<file path="src/design/slpt_pkg.sv">
package slpt_pkg;

   localparam int ENTRIES  = 16;
   localparam int KEY_BITS = 32;
   localparam int IDX_BITS = (ENTRIES > 1) ? $clog2(ENTRIES) : 1;
   localparam int ENT_BITS = KEY_BITS + 128;

   localparam logic [IDX_BITS-1:0] IDX_LAST = IDX_BITS'(ENTRIES - 1);
   localparam logic [4:0]          CNT_MAX  = 5'd31;

   localparam logic [2:0] CMD_PIN      = 3'd0;
   localparam logic [2:0] CMD_RELEASE  = 3'd1;
   localparam logic [2:0] CMD_LOOKUP   = 3'd2;
   localparam logic [2:0] CMD_FLOOR    = 3'd3;
   localparam logic [2:0] CMD_ISPINNED = 3'd4;
   localparam logic [2:0] CMD_EVICT    = 3'd5;

   typedef struct packed {
      logic [KEY_BITS-1:0] key;
      logic [63:0]         revision;
      logic [63:0]         deadline;
   } entry_type;

   // Control from the sequencer to the per-entry evaluation unit.
   typedef struct packed {
      logic                start;
      logic                check;
      logic [IDX_BITS-1:0] idx;
      logic                valid;
   } scan_ctl_type;

   typedef struct packed {
      logic                found;
      logic [IDX_BITS-1:0] found_idx;
      logic [63:0]         found_rev;
      logic [63:0]         found_dl;
      logic                free;
      logic [IDX_BITS-1:0] free_idx;
      logic [63:0]         floor_rev;
      logic                pinned;
      logic [4:0]          expired;
   } scan_res_type;

   function automatic logic [KEY_BITS-1:0] key_of(input logic [31:0] raw);
      logic [63:0] wide;
      wide = {32'd0, raw};
      return wide[KEY_BITS-1:0];
   endfunction

endpackage

</file>
<file path="src/design/slpt_ram.sv">
module slpt_ram #(
   parameter int WIDTH = 8,
   parameter int DEPTH = 16
) (
   input  logic                                         clock,
   input  logic                                         wr_en,
   input  logic [((DEPTH > 1) ? $clog2(DEPTH) : 1)-1:0] wr_addr,
   input  logic [WIDTH-1:0]                             wr_data,
   input  logic                                         rd_en,
   input  logic [((DEPTH > 1) ? $clog2(DEPTH) : 1)-1:0] rd_addr,
   output logic [WIDTH-1:0]                             rd_data
);

   logic [WIDTH-1:0] mem_ff [DEPTH];
   logic [WIDTH-1:0] rd_data_ff;

   always_ff @(posedge clock) begin
      if (wr_en) begin
         mem_ff[wr_addr] <= wr_data;
      end
      if (rd_en) begin
         rd_data_ff <= mem_ff[rd_addr];
      end
   end

   assign rd_data = rd_data_ff;

endmodule

</file>
<file path="src/design/slpt_scan.sv">
module slpt_scan (
   input  logic                          clock,
   input  slpt_pkg::scan_ctl_type        ctl,
   input  slpt_pkg::entry_type           entry,
   input  logic [slpt_pkg::KEY_BITS-1:0] key,
   input  logic [63:0]                   revision,
   input  logic [63:0]                   now_time,
   output logic                          expire,
   output slpt_pkg::scan_res_type        res
);

   slpt_pkg::scan_res_type res_ff;
   slpt_pkg::scan_res_type res_in;
   logic                   live;

   assign live   = now_time < entry.deadline;
   assign expire = ctl.check && ctl.valid && !live;

   always_comb begin
      res_in = res_ff;
      if (ctl.start) begin
         res_in.found     = 1'b0;
         res_in.found_idx = '0;
         res_in.found_rev = '0;
         res_in.found_dl  = '0;
         res_in.free      = 1'b0;
         res_in.free_idx  = '0;
         res_in.floor_rev = '1;
         res_in.pinned    = 1'b0;
         res_in.expired   = '0;
      end else if (ctl.check) begin
         if (ctl.valid && entry.key == key && !res_ff.found) begin
            res_in.found     = 1'b1;
            res_in.found_idx = ctl.idx;
            res_in.found_rev = entry.revision;
            res_in.found_dl  = entry.deadline;
         end
         if (!ctl.valid && !res_ff.free) begin
            res_in.free     = 1'b1;
            res_in.free_idx = ctl.idx;
         end
         if (ctl.valid && live && entry.revision < res_ff.floor_rev) begin
            res_in.floor_rev = entry.revision;
         end
         if (ctl.valid && live && entry.revision <= revision) begin
            res_in.pinned = 1'b1;
         end
         if (ctl.valid && !live && res_ff.expired != slpt_pkg::CNT_MAX) begin
            res_in.expired = res_ff.expired + 5'd1;
         end
      end
   end

   always_ff @(posedge clock) begin
      res_ff <= res_in;
   end

   assign res = res_ff;

endmodule

</file>
<file path="src/design/snapshot_lease_pin_table.sv">
// Channel   Direction  Handshake             Payload
// req_      in         req_valid/req_stall   command, key, revision, deadline, now
// rsp_      out        rsp_valid/rsp_stall   hit, revision, deadline, removed, full
//
// Every request walks the whole entry memory, one entry read per cycle, and
// the next request is not taken until the previous one has loaded its
// response. The single read port of the entry memory makes the walk serial.
// Synchronous reset empties the table at once through the valid flops.
// A finished response waits in its register while the next request is taken;
// a request only stalls at its final step if that response is still held.
module snapshot_lease_pin_table (
   input  logic        clock,
   input  logic        reset,
   input  logic        req_valid,
   output logic        req_stall,
   input  logic [2:0]  req_command,
   input  logic [31:0] req_holder_key,
   input  logic [63:0] req_revision_in,
   input  logic [63:0] req_deadline_in,
   input  logic [63:0] req_now_time,
   output logic        rsp_valid,
   input  logic        rsp_stall,
   output logic        rsp_hit,
   output logic [63:0] rsp_revision_out,
   output logic [63:0] rsp_deadline_out,
   output logic [4:0]  rsp_removed_count,
   output logic        rsp_table_full
);

   typedef enum logic [1:0] {S_IDLE, S_SCAN, S_DRAIN, S_FIN} state_type;

   state_type                             state_ff;
   logic [slpt_pkg::IDX_BITS-1:0]         cnt_ff;
   logic                                  chk_ff;
   logic [slpt_pkg::IDX_BITS-1:0]         chk_idx_ff;
   logic [slpt_pkg::ENTRIES-1:0]          valid_ff;
   logic [slpt_pkg::ENTRIES-1:0]          valid_in;
   logic [2:0]                            cmd_ff;
   logic [slpt_pkg::KEY_BITS-1:0]         key_ff;
   logic [63:0]                           rev_ff;
   logic [63:0]                           dl_ff;
   logic [63:0]                           now_ff;
   logic                                  rsp_valid_ff;
   logic                                  hit_ff;
   logic [63:0]                           rev_out_ff;
   logic [63:0]                           dl_out_ff;
   logic [4:0]                            removed_ff;
   logic                                  full_ff;

   logic                                  accept;
   logic                                  finish;
   logic                                  expire;
   logic                                  wr_en;
   logic [slpt_pkg::IDX_BITS-1:0]         wr_idx;
   slpt_pkg::entry_type                   wr_entry;
   slpt_pkg::entry_type                   rd_entry;
   slpt_pkg::scan_ctl_type                ctl;
   slpt_pkg::scan_res_type                res;
   logic                                  hit_in;
   logic [63:0]                           rev_out_in;
   logic [63:0]                           dl_out_in;
   logic [4:0]                            removed_in;
   logic                                  full_in;

   assign req_stall = (state_ff != S_IDLE);
   assign accept    = req_valid && !req_stall;
   // The last step loads the response register, so it waits for it to drain.
   assign finish    = (state_ff == S_FIN) && !(rsp_valid_ff && rsp_stall);

   assign ctl.start = accept;
   assign ctl.check = chk_ff;
   assign ctl.idx   = chk_idx_ff;
   assign ctl.valid = valid_ff[chk_idx_ff];

   slpt_ram #(
      .WIDTH (slpt_pkg::ENT_BITS),
      .DEPTH (slpt_pkg::ENTRIES)
   ) u_ram (
      .clock   (clock),
      .wr_en   (wr_en),
      .wr_addr (wr_idx),
      .wr_data (wr_entry),
      .rd_en   (state_ff == S_SCAN),
      .rd_addr (cnt_ff),
      .rd_data (rd_entry)
   );

   slpt_scan u_scan (
      .clock    (clock),
      .ctl      (ctl),
      .entry    (rd_entry),
      .key      (key_ff),
      .revision (rev_ff),
      .now_time (now_ff),
      .expire   (expire),
      .res      (res)
   );

   assign wr_entry.key      = key_ff;
   assign wr_entry.revision = rev_ff;
   assign wr_entry.deadline = dl_ff;
   assign wr_idx            = res.found ? res.found_idx : res.free_idx;
   assign wr_en             = finish && (cmd_ff == slpt_pkg::CMD_PIN) &&
                              (res.found || res.free);

   always_comb begin
      hit_in     = 1'b0;
      rev_out_in = '0;
      dl_out_in  = '0;
      removed_in = '0;
      full_in    = 1'b0;
      case (cmd_ff)
         slpt_pkg::CMD_PIN: begin
            full_in = !res.found && !res.free;
         end
         slpt_pkg::CMD_RELEASE: begin
            hit_in = res.found;
         end
         slpt_pkg::CMD_LOOKUP: begin
            hit_in = res.found;
            if (res.found) begin
               rev_out_in = res.found_rev;
               dl_out_in  = res.found_dl;
            end
         end
         slpt_pkg::CMD_FLOOR: begin
            rev_out_in = res.floor_rev;
         end
         slpt_pkg::CMD_ISPINNED: begin
            hit_in = res.pinned;
         end
         slpt_pkg::CMD_EVICT: begin
            removed_in = res.expired;
         end
         default: begin
         end
      endcase
   end

   always_comb begin
      valid_in = valid_ff;
      if (expire && cmd_ff == slpt_pkg::CMD_EVICT) begin
         valid_in[chk_idx_ff] = 1'b0;
      end
      if (wr_en) begin
         valid_in[wr_idx] = 1'b1;
      end
      if (finish && cmd_ff == slpt_pkg::CMD_RELEASE && res.found) begin
         valid_in[res.found_idx] = 1'b0;
      end
   end

   always_ff @(posedge clock) begin
      if (reset) begin
         state_ff     <= S_IDLE;
         cnt_ff       <= '0;
         chk_ff       <= 1'b0;
         valid_ff     <= '0;
         rsp_valid_ff <= 1'b0;
      end else begin
         valid_ff <= valid_in;
         // A response taken at the edge that loads the next one stays valid.
         if (rsp_valid_ff && !rsp_stall && !finish) begin
            rsp_valid_ff <= 1'b0;
         end
         unique case (state_ff)
            S_IDLE: begin
               chk_ff <= 1'b0;
               cnt_ff <= '0;
               if (accept) begin
                  state_ff <= S_SCAN;
               end
            end
            S_SCAN: begin
               chk_ff     <= 1'b1;
               chk_idx_ff <= cnt_ff;
               if (cnt_ff == slpt_pkg::IDX_LAST) begin
                  state_ff <= S_DRAIN;
               end else begin
                  cnt_ff <= cnt_ff + 1'b1;
               end
            end
            S_DRAIN: begin
               chk_ff   <= 1'b0;
               state_ff <= S_FIN;
            end
            S_FIN: begin
               if (finish) begin
                  rsp_valid_ff <= 1'b1;
                  state_ff     <= S_IDLE;
               end
            end
            default: begin
               state_ff <= S_IDLE;
            end
         endcase
      end
   end

   always_ff @(posedge clock) begin
      if (accept) begin
         cmd_ff <= req_command;
         key_ff <= slpt_pkg::key_of(req_holder_key);
         rev_ff <= req_revision_in;
         dl_ff  <= req_deadline_in;
         now_ff <= req_now_time;
      end
      if (finish) begin
         hit_ff     <= hit_in;
         rev_out_ff <= rev_out_in;
         dl_out_ff  <= dl_out_in;
         removed_ff <= removed_in;
         full_ff    <= full_in;
      end
   end

   assign rsp_valid         = rsp_valid_ff;
   assign rsp_hit           = hit_ff;
   assign rsp_revision_out  = rev_out_ff;
   assign rsp_deadline_out  = dl_out_ff;
   assign rsp_removed_count = removed_ff;
   assign rsp_table_full    = full_ff;

endmodule

</file>
<file path="config.mk">
export PLATFORM = sky130hd
export DESIGN_NAME = snapshot_lease_pin_table
export DESIGN_NICKNAME = d
export VERILOG_FILES = /design/src/design/slpt_pkg.sv /design/src/design/slpt_ram.sv /design/src/design/slpt_scan.sv /design/src/design/snapshot_lease_pin_table.sv
export SDC_FILE = /design/constraint.sdc
export NUM_CORES = 2
export LEC_CHECK = 0
export ABC_CLOCK_PERIOD_IN_PS = 32800
export BUFFER_PORTS_ARGS = -buffer_cell sky130_fd_sc_hd__buf_2
export CAP_MARGIN = 15
export CORE_ASPECT_RATIO = 1.4
export CORE_MARGIN = 5
export CORE_UTILIZATION = 50
export DETAILED_ROUTE_END_ITERATION = 16
export PLACE_DENSITY_LB_ADDON = 0.2
export SLEW_MARGIN = 20
export SYNTH_ARGS = -nofsm -noshare
export SYNTH_HDL_FRONTEND = slang
export SYNTH_SLANG_ARGS = --single-unit
</file>
<file path="constraint.sdc">
create_clock -name clock -period 32.8 [get_ports clock]
set_input_delay 3.28 -clock clock [delete_from_list [all_inputs] [get_ports clock]]
set_output_delay 3.28 -clock clock [all_outputs]
set_load 0.02 [all_outputs]
</file>
==> results by group <==
Power
  • VDD IR-drop max: 57.2 uV
  • Overall Power: 10.4 mW
  • Leakage power: 46.6 nW
  • P per Cell Area: 72.4 mW/mm2

Yosys
  • Post-synth EDFFs: 3086
  • Synth async-reset ratio: 0%
  • Synthesized net count: 6372
  • Mapped cell area: 0.127 mm2
  • Yosys warnings: 0
  • Part of the Yosys area used for sequential elements: 76.5%
  • #FFs+latches synth: 3318
  • Avg Cell Area, Syn: 21.4 um2
  • Main flop type after synthesis: edfxtp_1
  • Mapped Cells: 5943
  • Synth cell types: 68

Clock network
  • Worst-Skew Late Latency: 0.87 ns
  • Clk buf depth: 4
  • TritonCTS clock tree: done
  • CTS clk-pin slew, worst paths: 0.06 ns
  • Num CTS Buffers: 319
  • Post-CTS setup buffers: 0
  • H-tree depth: 5
  • Clock root buffer: clkbuf_16
  • CTS sink cnt: 3318
  • CTS resizes: 0
  • CTS Hold Buffers Added: 0

GRT
  • Pin count of the biggest net entering global routing: 129
  • Gr usage total: 22.0%
  • Vias in the first global route: 62600
  • Initial antenna violation count: 7
  • First-pass GRT wire length: 429000 um
  • GR Overflow Total: 0

Route
  • DRT Wirelength: 293000 um
  • Via density: 5.99
  • DRT iter0 DRCs: 5700
  • Drt wl/cell: 29.2 um
  • Drt pass-1 iters: 7
  • Antenna viol nets, final: 0
  • Vias post-DR: 60100
  • DRC violations left: 0

Floorplanning
  • Num rows: 219
  • Initial core utilization: 50.2%
  • DIE AREA: 0.265 mm2
  • DIE HEIGHT: 607 um
  • Core Area: 0.254 mm2
  • Die span in x: 436 um
  • Num ports: 368

Timing
  • Slew HR: 21.8%
  • Final worst setup slack: 25.69 ns
  • Final setup violation count: 0
  • Measured slew at the worst slew-check pin: 1.17 ns
  • Fin. Hold Viols: 0
  • Period minus WS final: 7.11 ns
  • Final Cycle Share: 21.7%
  • Unrepaired setup endpoints after global routing: no
  • Layout Skew: 0.0521 ns
  • Hold slack: 0.484 ns
  • Fin Setup TNS: 0 ns
  • Max Freq: 0.141 GHz
  • Slew Viols, Final: 0

Placement
  • Setup WS pre-CTS: 24.74 ns
  • Placed Cells: 9460
  • PortBufs: 367
  • Final HPWL DP: 164000 um
  • Dpl cell area: 0.133 mm2
  • Final Wtd Congestion: 0.789

Critical path
  • Most used cell, CP: buf_4
  • R2R cell count: 8
  • Setup Crit Path Kind: input port to register
  • Nature of the critical path endpoint: register
  • Worst path max stage delay: 0.99 ns
  • RR Endpoint: u_ram.rd_data[145]$_DFFE_PP_
  • CP Cell Sequence: buf_2, a21boi_4, buf_4, o211ai_1, or2_2, nor2_4, buf_4, buf_4
  • CP Data Arrival Time: 7.55 ns
  • Critical path fanouts, max: 54
  • CP required: 33.24 ns
  • Crit path launch type: input port
  • Worst setup path startpoint: rsp_stall
  • Worst path slowest cell: buf_4
  • Worst R2R Setup Slack: 27.02 ns
  • Reg2reg start: cnt_ff[0]$_SDFFE_PP0P_
  • Critical path destination: u_ram.mem_ff[1][131]$_DFFE_PP_

Outcome
  • Result of the run: complete, no violations

Layout
  • Final Non-Filler Cells: 10000
  • Fillcell total: 18700
  • Util after Layout: 56.5%
  • Final nets: 6895
  • Fin area: 0.143 mm2
  • Area delta synth->final: 12.6%
  • Layout cells sized above 1: 27.0%

Min path
  • Worst min-delay path class: register to register

Run
  • Maximum capacitance violations: 0
-- cell usage after synthesis, types with 2 or more instances --
cell type | number | area (um2)
edfxtp_1 | 3086 | 92700
mux4_2 | 790 | 17800
inv_1 | 264 | 991
dfxtp_1 | 232 | 4640
nor2_1 | 213 | 800
ha_1 | 198 | 2480
clkbuf_1 | 196 | 736
mux2i_1 | 159 | 1590
a21oi_1 | 107 | 536
and2_1 | 67 | 419
a22o_1 | 64 | 561
o31a_1 | 63 | 552
o21ai_2 | 60 | 526
buf_1 | 41 | 154
nand4_1 | 41 | 257
nand2_1 | 39 | 146
o21ai_0 | 37 | 185
a21o_1 | 36 | 270
xor2_1 | 29 | 254
nor2b_1 | 24 | 150
buf_2 | 21 | 105
a211oi_1 | 20 | 150
nand3_1 | 20 | 100
nor3_1 | 14 | 70.1
nor4_1 | 11 | 68.8
a31oi_1 | 9 | 56.3
and3_1 | 8 | 50.1
and4_1 | 6 | 52.6
buf_12 | 6 | 120
buf_6 | 6 | 67.6
nand2b_1 | 6 | 37.5
o211ai_1 | 6 | 45.0
a221o_1 | 5 | 50.1
o221a_2 | 5 | 56.3
or2_2 | 5 | 31.3
xnor2_1 | 5 | 43.8
a2111oi_0 | 4 | 35.0
nor3b_1 | 4 | 30.0
a211oi_2 | 2 | 25.0
a221oi_1 | 2 | 17.5
a311oi_1 | 2 | 17.5
nand4b_1 | 2 | 17.5
o31ai_1 | 2 | 15.0
or3_1 | 2 | 12.5
-- layout by cell type, fill, tap and decap left out, types with 106 or more instances in the layout --
cell type,n
inv_1,264
nor2_1,195
a21oi_1,106
edfxtp_1,3086
clkbuf_16,329
buf_2,367
mux4_2,790
ha_1,197
dfxtp_1,228
mux2i_1,159
-- logic make-up (layout without fill, tap and decap cells) --
kind of cell	Yosys count	in the layout	share of synthesized area (%)
compound gates	438	438	2.56
xor+xnor	34	34	0.234
fa+ha+maj	198	198	1.95
buf+inv	535	1313	1.71
flops	3318	3318	76.5
mux	950	950	15.2
other cells	0	2	0
simple gates	470	470	1.84
-- power breakdown --
part	leakage, nW	internal [mW]	total [mW]	switching (mW)
Combinational	11.8	0.636	1.38	0.747
Sequential	29.9	5.05	5.42	0.362
Clock	4.93	2.05	3.58	1.53
Total	46.6	7.74	10.4	2.64
-- flip-flops by register name, summed over array words and instances (netlist names), 2 cells and up --
signal             cells
u_ram.mem_ff        2560
u_scan.res           208
u_ram.rd_data        160
dl_ff                 64
now_ff                64
rev_ff                64
rsp_deadline_out      64
rsp_revision_out      64
key_ff                32
valid_ff              16
rsp_removed_count      5
chk_idx_ff             4
cnt_ff                 4
cmd_ff                 3
state_ff               2
-- worst max-delay path: cells and delay by family --
kind	cells	cell delay [ns]
simple gates	2	1.08
compound gates	2	0.58
buf+inv	4	2.56
-- worst min-delay path by stage --
stage	start	end	depth (start not counted)
global placement	u_scan.res[123]$_SDFFE_PP0P_	u_scan.res[123]$_SDFFE_PP0P_	2
floorplan	cnt_ff[3]$_SDFFE_PP0P_	chk_idx_ff[3]$_DFFE_PP_	0
CTS	u_scan.res[96]$_SDFFE_PP0P_	u_scan.res[96]$_SDFFE_PP0P_	2
detailed placement	u_scan.res[96]$_SDFFE_PP0P_	u_scan.res[96]$_SDFFE_PP0P_	2
global route	u_scan.res[37]$_SDFFE_PP1P_	u_scan.res[37]$_SDFFE_PP1P_	2
finish	u_scan.res[96]$_SDFFE_PP0P_	u_scan.res[96]$_SDFFE_PP0P_	2
-- metal layers --
layer / up-vias / part of all wire [%] / track usage, %
li1: 25500 / - / -
met1: 32200 / 41 / 30.6
met2: 2101 / 50 / 37.0
met3: 386 / 6.5 / 3.93
met4: 0 / 2.2 / 4.99
met5: - / 0 / 0
-- area by class of cell --
class	count	area, um2	share of cell area (%)
inverter	265	1000	0.699
antenna	2	5.00	0.00349
clock buffer	411	8620	6.01
sequential	3318	97300	67.9
timing repair buffer	472	2790	1.95
multi-input combinational	2090	28000	19.5
tap	3315	4150	2.89
clock inverter	165	1480	1.03
Power figures use the tool's default switching activity.
